===== src/hdl/lkv_pkg.sv =====
// ----------------------------------------------------------------------------
// lkv_pkg: shared types and constants for the LRU key/value cache
// Request and result payload layouts, request kinds and fixed field widths.
// ----------------------------------------------------------------------------
package lkv_pkg;

  // Fixed field widths
  localparam int unsigned KEY_W  = 32;
  localparam int unsigned DATA_W = 32;
  localparam int unsigned CAP_W  = 5;

  // Capacity register value after reset
  localparam logic [CAP_W-1:0] CAP_RESET = 5'd16;

  // Read value returned on a miss and on every store
  localparam logic signed [DATA_W-1:0] MISS_VALUE = '1;

  // Request kind
  typedef enum logic {
    MODE_LOOKUP = 1'b0,
    MODE_STORE  = 1'b1
  } mode_e;

  // One request as held in the input register
  typedef struct packed {
    mode_e                     mode;
    logic signed [KEY_W-1:0]   key;
    logic signed [DATA_W-1:0]  value;
  } req_t;

  // One result as held in the output register
  typedef struct packed {
    logic                      found;
    logic signed [DATA_W-1:0]  read_value;
  } res_t;

endpackage


===== src/hdl/lkv_table.sv =====
// ----------------------------------------------------------------------------
// lkv_table: entry table with parallel key match and recency ranking
// Holds keys, values, valid bits and recency ranks. For the request at its
// input it produces the result and, when enabled, applies the table update.
// ----------------------------------------------------------------------------
module lkv_table #(
  parameter int unsigned ENTRIES = 16
) (
  input  logic                      clk_i,
  input  logic                      rst_ni,
  input  logic                      en_i,
  input  logic [lkv_pkg::CAP_W-1:0] cap_i,
  input  lkv_pkg::req_t             req_i,
  output lkv_pkg::res_t             res_o
);
  import lkv_pkg::*;

  localparam int unsigned IDX_W  = (ENTRIES > 1) ? $clog2(ENTRIES) : 1;
  localparam int unsigned RANK_W = IDX_W;
  localparam int unsigned OCC_W  = $clog2(ENTRIES + 1);
  localparam int unsigned CMP_W  = (OCC_W > CAP_W) ? OCC_W : CAP_W;

  // Entry storage: keys and values need no reset, valid bits gate every read
  logic [KEY_W-1:0]  keys_q   [ENTRIES];
  logic [DATA_W-1:0] vals_q   [ENTRIES];
  logic [ENTRIES-1:0] valid_q, valid_d;
  logic [RANK_W-1:0] rank_q   [ENTRIES];
  logic [RANK_W-1:0] rank_d   [ENTRIES];
  logic [OCC_W-1:0]  occ_q, occ_d;

  logic [ENTRIES-1:0] hit_vec, victim_vec, free_vec;
  logic               hit;
  logic [IDX_W-1:0]   hit_idx, victim_idx, slot_idx;
  logic [RANK_W-1:0]  hit_rank, last_rank;
  logic [CMP_W-1:0]   cap_ext, eff_cap, occ_ext;
  logic               cap_zero, do_insert, do_evict, do_touch;

  // Match every valid entry against the request key
  always_comb begin
    for (int i = 0; i < ENTRIES; i++) begin
      hit_vec[i] = valid_q[i] && (keys_q[i] == req_i.key);
    end
  end

  assign hit       = |hit_vec;
  assign last_rank = RANK_W'(occ_q - 1'b1);

  // Least recent entry carries rank occupancy-1
  always_comb begin
    for (int i = 0; i < ENTRIES; i++) begin
      victim_vec[i] = valid_q[i] && (rank_q[i] == last_rank);
    end
  end

  // Clamp capacity to the table size and decide on insertion and eviction
  assign cap_ext   = CMP_W'(cap_i);
  assign eff_cap   = (cap_ext > CMP_W'(ENTRIES)) ? CMP_W'(ENTRIES) : cap_ext;
  assign occ_ext   = CMP_W'(occ_q);
  assign cap_zero  = (cap_i == '0);
  assign do_touch  = hit;
  assign do_insert = (req_i.mode == MODE_STORE) && !hit && !cap_zero;
  assign do_evict  = do_insert && (occ_ext >= eff_cap);

  // Slots open for the new entry: empty ones and the one being evicted
  always_comb begin
    for (int i = 0; i < ENTRIES; i++) begin
      free_vec[i] = !valid_q[i] || (do_evict && victim_vec[i]);
    end
  end

  // Pick the lowest set index of each vector
  always_comb begin
    hit_idx    = '0;
    victim_idx = '0;
    slot_idx   = '0;
    for (int i = ENTRIES - 1; i >= 0; i--) begin
      if (hit_vec[i]) begin
        hit_idx = IDX_W'(i);
      end
      if (victim_vec[i]) begin
        victim_idx = IDX_W'(i);
      end
      if (free_vec[i]) begin
        slot_idx = IDX_W'(i);
      end
    end
  end

  assign hit_rank = rank_q[hit_idx];

  // Result: value on a lookup hit, all ones otherwise
  always_comb begin
    res_o.found      = hit;
    res_o.read_value = MISS_VALUE;
    if (hit && (req_i.mode == MODE_LOOKUP)) begin
      res_o.read_value = vals_q[hit_idx];
    end
  end

  // Next valid bits, ranks and occupancy
  always_comb begin
    valid_d = valid_q;
    occ_d   = occ_q;
    for (int i = 0; i < ENTRIES; i++) begin
      rank_d[i] = rank_q[i];
    end
    if (do_touch) begin
      // Age entries that were more recent than the hit, then promote the hit
      for (int i = 0; i < ENTRIES; i++) begin
        if (valid_q[i] && (rank_q[i] < hit_rank)) begin
          rank_d[i] = rank_q[i] + 1'b1;
        end
      end
      rank_d[hit_idx] = '0;
    end else if (do_insert) begin
      if (do_evict) begin
        valid_d[victim_idx] = 1'b0;
        rank_d[victim_idx]  = '0;
      end
      // Age every surviving entry, then place the new one as most recent
      for (int i = 0; i < ENTRIES; i++) begin
        if (valid_d[i]) begin
          rank_d[i] = rank_q[i] + 1'b1;
        end
      end
      valid_d[slot_idx] = 1'b1;
      rank_d[slot_idx]  = '0;
      if (!do_evict) begin
        occ_d = occ_q + 1'b1;
      end
    end
  end

  // Control state: valid bits, ranks, occupancy
  always_ff @(posedge clk_i or negedge rst_ni) begin
    if (!rst_ni) begin
      valid_q <= '0;
      occ_q   <= '0;
      for (int i = 0; i < ENTRIES; i++) begin
        rank_q[i] <= '0;
      end
    end else if (en_i) begin
      valid_q <= valid_d;
      occ_q   <= occ_d;
      for (int i = 0; i < ENTRIES; i++) begin
        rank_q[i] <= rank_d[i];
      end
    end
  end

  // Payload: write the key and value of a new entry, or the value on a store hit
  always_ff @(posedge clk_i) begin
    if (en_i) begin
      if (do_insert) begin
        keys_q[slot_idx] <= req_i.key;
        vals_q[slot_idx] <= req_i.value;
      end else if (hit && (req_i.mode == MODE_STORE)) begin
        vals_q[hit_idx] <= req_i.value;
      end
    end
  end

endmodule


===== src/hdl/lru_key_value_cache.sv =====
// ----------------------------------------------------------------------------
// lru_key_value_cache: fully associative key/value cache with LRU replacement
// Lookups and stores against a small table, one result per request.
//
//   Channel  | Dir | Handshake                      | Payload
//   ---------+-----+--------------------------------+------------------------
//   s_axis   | in  | s_axis_tvalid / s_axis_tready  | tuser: mode
//            |     |                                | tdata: key, value
//   m_axis   | out | m_axis_tvalid / m_axis_tready  | tuser: found
//            |     |                                | tdata: read_value
//   cfg      | in  | cfg_we_i                       | cfg_wdata_i: capacity
//
// A request is taken into the input register, resolved against the table from
// there and registered into the output register. One request per cycle is
// sustained while the output is not stalled; the table update finishes in
// the same cycle the result is registered, so the next request sees it.
// Reset empties the table at once and sets capacity to 16.
// A stalled output holds its result; the input register still takes one
// request while the result waits, then holds until the output frees up.
// ----------------------------------------------------------------------------
module lru_key_value_cache #(
  parameter int unsigned ENTRIES = 16
) (
  input  logic                       clk_i,
  input  logic                       rst_ni,
  // Request stream
  input  logic                       s_axis_tvalid,
  output logic                       s_axis_tready,
  input  logic [63:0]                s_axis_tdata,  // [31:0] key, [63:32] value
  input  logic                       s_axis_tuser,  // [0] mode
  // Result stream
  output logic                       m_axis_tvalid,
  input  logic                       m_axis_tready,
  output logic [31:0]                m_axis_tdata,  // [31:0] read_value
  output logic                       m_axis_tuser,  // [0] found
  // Capacity register
  input  logic                       cfg_we_i,
  input  logic [lkv_pkg::CAP_W-1:0]  cfg_wdata_i
);
  import lkv_pkg::*;

  logic             req_vld_q;
  req_t             req_q;
  logic             out_vld_q;
  res_t             out_q;
  res_t             res;
  logic             advance;
  logic             in_xfer;
  logic [CAP_W-1:0] cap_q;

  // Move the held request into the output register when it is free or draining
  assign advance       = req_vld_q && (!out_vld_q || m_axis_tready);
  assign s_axis_tready = !req_vld_q || advance;
  assign in_xfer       = s_axis_tvalid && s_axis_tready;

  // Capacity register
  always_ff @(posedge clk_i or negedge rst_ni) begin
    if (!rst_ni) begin
      cap_q <= CAP_RESET;
    end else if (cfg_we_i) begin
      cap_q <= cfg_wdata_i;
    end
  end

  // Input register valid
  always_ff @(posedge clk_i or negedge rst_ni) begin
    if (!rst_ni) begin
      req_vld_q <= 1'b0;
    end else if (in_xfer) begin
      req_vld_q <= 1'b1;
    end else if (advance) begin
      req_vld_q <= 1'b0;
    end
  end

  // Input register payload
  always_ff @(posedge clk_i) begin
    if (in_xfer) begin
      req_q.mode  <= mode_e'(s_axis_tuser);
      req_q.key   <= s_axis_tdata[31:0];
      req_q.value <= s_axis_tdata[63:32];
    end
  end

  lkv_table #(
    .ENTRIES (ENTRIES)
  ) u_lkv_table (
    .clk_i  (clk_i),
    .rst_ni (rst_ni),
    .en_i   (advance),
    .cap_i  (cap_q),
    .req_i  (req_q),
    .res_o  (res)
  );

  // Output register valid
  always_ff @(posedge clk_i or negedge rst_ni) begin
    if (!rst_ni) begin
      out_vld_q <= 1'b0;
    end else if (advance) begin
      out_vld_q <= 1'b1;
    end else if (m_axis_tready) begin
      out_vld_q <= 1'b0;
    end
  end

  // Output register payload
  always_ff @(posedge clk_i) begin
    if (advance) begin
      out_q <= res;
    end
  end

  assign m_axis_tvalid = out_vld_q;
  assign m_axis_tdata  = out_q.read_value;
  assign m_axis_tuser  = out_q.found;

endmodule


===== config.mk =====
export PLATFORM = sky130hd
export DESIGN_NAME = lru_key_value_cache
export DESIGN_NICKNAME = d
export VERILOG_FILES = /design/src/hdl/lkv_pkg.sv /design/src/hdl/lkv_table.sv /design/src/hdl/lru_key_value_cache.sv
export SDC_FILE = /design/constraint.sdc
export NUM_CORES = 2
export LEC_CHECK = 0
export ABC_AREA = 0
export CELL_PAD_IN_SITES_DETAIL_PLACEMENT = 1
export CELL_PAD_IN_SITES_GLOBAL_PLACEMENT = 2
export CORE_MARGIN = 3
export CORE_UTILIZATION = 51
export CTS_BUF_LIST = sky130_fd_sc_hd__clkbuf_4
export CTS_CLUSTER_DIAMETER = 80
export CTS_CLUSTER_SIZE = 25
export DETAILED_ROUTE_END_ITERATION = 12
export DONT_BUFFER_PORTS = 1
export PLACE_DENSITY = 0.84
export SETUP_SLACK_MARGIN = 0.1
export SYNTH_ARGS = -nofsm -noshare
export SYNTH_HDL_FRONTEND = slang
export SYNTH_SLANG_ARGS = --single-unit

===== constraint.sdc =====
create_clock -name clk_i -period 12.49 [get_ports clk_i]
set_input_delay 3.1225 -clock clk_i [delete_from_list [all_inputs] [get_ports clk_i]]
set_output_delay 3.1225 -clock clk_i [all_outputs]
set_load 0.01 [all_outputs]

==> reports/results.tsv <==
metric	value	unit
fraction of registers with async set/reset	7.58	%
htree depth	3	
Switch Pwr	3.00	mW
largest net degree at the start of global routing	212	
Synth Area in Compound Gates	7.42	%
Clock Skew	0.142	ns
clk slew on worst S/H paths	0.22	ns
Pleak	19.2	nW
final hold viol count	0	
core area	109000	µm²
FF/Latch Area	36000	µm²
Post-CTS Resized	0	
Worst R2R Setup Slack	4.21	ns
syn_nets	4385	
cells along the critical path	buf_4 -> xor2_1 -> nor4_1 -> nand4_1 -> nor4_1 -> o211ai_1 -> o21ai_1 -> nand2_4 -> nor2_4 -> nand2_1 -> o21ai_0 -> o21ai_0 -> nand2_1 -> o21ai_0 -> a221o_1 -> buf_4 -> ha_1 -> or4b_2 -> o31ai_4 -> nor3b_2 -> or3b_1 -> nand3_1	
internal cell power	5.91	mW
root buffer cell	clkbuf_4	
final wirelength	170	mm
Final Max Tran Viols	0	
slowest stage delay, CP	0.80	ns
Synth area leader	edfxtp_1	
nets@finish	4348	
initial antenna violation count	9	
Post-Synthesis Cells	4239	
CP max-delay cell	nor2_4	
CP Class	flop to flop	
Multi-input gate area	19400	µm²
unrepaired setup endpoints after global routing	false	
gr usage total	29.2	%
final setup TNS	0	ns
share of cells above drive strength 1	10.8	%
hold-fix buffers at CTS	0	
count leader, synth	edfxtp_1	
Final Util	54.3	%
drc violations	0	
Post-DRT Antenna Nets	0	
DR vias/cell	6.45	
transition time of the tightest slew-check pin	1.14	ns
via count	36900	
Synth Area in XOR/XNOR	9.34	%
Synth Area in Adders	1.57	%
Post-synth EDFFs	1122	
Post-Synth Simple-Gate Area	11.9	%
sw frac	33.7	%
Seq/Total Area, Yosys	63.7	%
Max FO, Critical Path	51	
number of synthesized register bits	1214	
clk sinks	1214	
Rel. slew slack	24.0	%
outcome	finished, final reports clean	
post-detail-place hpwl	105	mm
GRT Residual Overflow	0	
Die Y	339	µm
maximum clock frequency	121	MHz
TritonCTS clock tree	built	
Startpoint Class	flop	
Max Cap Viol	0	
dominant register cell in the synthesized netlist	edfxtp_1	
Seq pwr share	56.2	%
Skew-Pair Late Insertion Delay	1.10	ns
Post-Syn Area	56500	µm²
Top cell by count, worst path	o21ai_0	
wire length of the first global-routing pass	252	mm
Area Overhead vs Synth	5.03	%
GPL Wtd Cong	0.918	
Max IR drop VDD	0.112	mV
path depth of the worst reg2reg path	22	
WHS Path Cells	1	
vias in the first global route	37800	
row cnt	121	
total die area	115000	µm²
Worst Path Required	13.43	ns
worst reg2reg startpoint	req_q[45]$_DFFE_PP_	
crit path from	req_q[45]$_DFFE_PP_	
Syn Area/Cell	13.3	µm²
1st-iter DRT viols	3802	
Fill cells	10800	
Tcrit/Tclk final	66.3	%
clk buf depth	3	
routed wire length per instance	29.7	µm
setup violators final	0	
main combinational cell family by area after synthesis	simple AND/OR/NAND/NOR gates	
num ports	110	
drt first pass iters	5	
top-area cell type share of the netlist area	59.7	%
Initial Utilization	51.7	%
combinational fraction of design power	24.8	%
Post-CTS Repair Setup Buffers	0	
# port buffers	0	
library cells used by synthesis	106	
Pwr per Cell Area	150	nW/µm²
mux contribution to synthesized area	3.60	%
min cycle time layout	8.28	ns
Hold Crit Class	flop to flop	
synth top area cells	edfxtp_1 60%, xor2_1 5.9%, dfrtp_1 4.0%, xnor2_1 2.9%, mux2_2 2.9%	
Commonest cells post-synth	1,122 x edfxtp_1, 383 x xor2_1, 347 x nand2_1, 205 x nor2_1, 189 x xnor2_1	
CTS Buf Count	67	
clock power share	19.0	%
hold path start	u_lkv_table.occ_ext[4]$_DFFE_PN0P_	
Syn. warnings	0	
die width	339	µm
Worst Setup End Kind	flop	
CP arrival	9.22	ns
registers in the layout, indices dropped and copies added (netlist names):
| name | cells |
|---|---|
| cap_q | 5 |
| m_axis_tuser | 1 |
| req_vld_q | 1 |
| u_lkv_table.keys_q | 512 |
| u_lkv_table.occ_ext | 5 |
| u_lkv_table.vals_q | 512 |
| m_axis_tvalid | 1 |
| u_lkv_table.rank_q | 64 |
| req_q | 65 |
| u_lkv_table.valid_q | 16 |
| m_axis_tdata | 32 |
worst max-delay path, delay by kind of cell (launching register included):
family	cells	cell delay [ns]
adders and majority gates	1	0.20
and+or+nand+nor	11	4.70
xor gates and xnor gates	1	0.15
DFF	1	0.37
AOI/OAI and AO/OA	7	1.85
buffers and inverters	2	0.84
cell usage in the layout, fill, tap and decap left out, types with 22 or more instances in the layout:
master | netlist | routed
edfxtp_1 | 1122 | 1122
xor2_1 | 383 | 382
nand2_1 | 347 | 346
xnor2_1 | 189 | 189
nor4_1 | 170 | 169
nor2_1 | 205 | 168
mux2_2 | 145 | 145
nand3_1 | 141 | 141
nand4_1 | 121 | 121
buf_4 | 40 | 114
o21ai_0 | 108 | 108
a21oi_1 | 98 | 98
o211ai_1 | 93 | 93
dfrtp_1 | 91 | 91
clkbuf_4 | 0 | 80
ha_1 | 71 | 71
inv_1 | 64 | 64
nor3_1 | 64 | 63
a31oi_1 | 49 | 49
a211oi_1 | 46 | 46
nand2b_1 | 45 | 45
mux2i_1 | 40 | 40
or3_1 | 24 | 24
nor2_4 | 0 | 24
a21o_1 | 24 | 24
nand4b_1 | 22 | 22
cell families after synthesis:
group                      Yosys count
xor gates and xnor gates           584
adders and majority gates           71
AOI/OAI and AO/OA                  611
buffers and inverters              286
muxes                              185
and+or+nand+nor                   1288
DFF                               1214
power by group through the flow:
stage / sequential (mW) / combinational (mW) / clock (mW)
finish: 5.01 / 2.21 / 1.69
global route: 5.04 / 2.37 / 1.85
CTS: 5.01 / 2.18 / 1.72
detailed placement: 5.10 / 2.17 / 0
global placement: 5.08 / 2.11 / 0
floorplan: 4.98 / 1.49 / 0
metal layers:
layer  wire, µm  GRT usage [%]  share of wire, %
met3      11000           3.94               6.5
met5         17              0             0.010
met1      73900           41.6                43
met2      80600           47.4                47
met4       4590           7.74               2.7
through the flow:
step           cell area (µm²)  total power, mW  std cells  hold WS [ns]  setup WS [ns]
6_report                 59300             8.91       5723         0.499           4.21
5_1_grt                  59300             9.27       5718         0.544           3.68
4_1_cts                  59300             8.91       5712         0.502           4.33
3_5_place_dp             58300             7.27       5609         0.473           4.48
3_3_place_gp             58300             7.19       5609         0.457           4.63
2_1_floorplan            56500             6.47       4239         0.449           5.05
final cells by class:
type	count	area share (%)
Antenna cell	11	0.0464
Clock buffer	80	1.01
Clock inverter	23	0.599
Inverter	65	0.420
Multi-Input combinational cell	2739	32.7
Sequential cell	1214	60.7
Tap cell	1476	3.11
Timing Repair Buffer	115	1.48
final timing paths:
kind | endpoint
worst max-delay path | u_lkv_table.rank_q[11]$_DFFE_PN0P_
worst min-delay path | u_lkv_table.occ_ext[4]$_DFFE_PN0P_
worst max register to register | u_lkv_table.rank_q[11]$_DFFE_PN0P_
worst min register to register | u_lkv_table.occ_ext[4]$_DFFE_PN0P_
max in group asynchronous | cap_q[4]$_DFFE_PN1P_
min in group asynchronous | u_lkv_table.rank_q[54]$_DFFE_PN0P_
(Power assumes the default switching activity.)
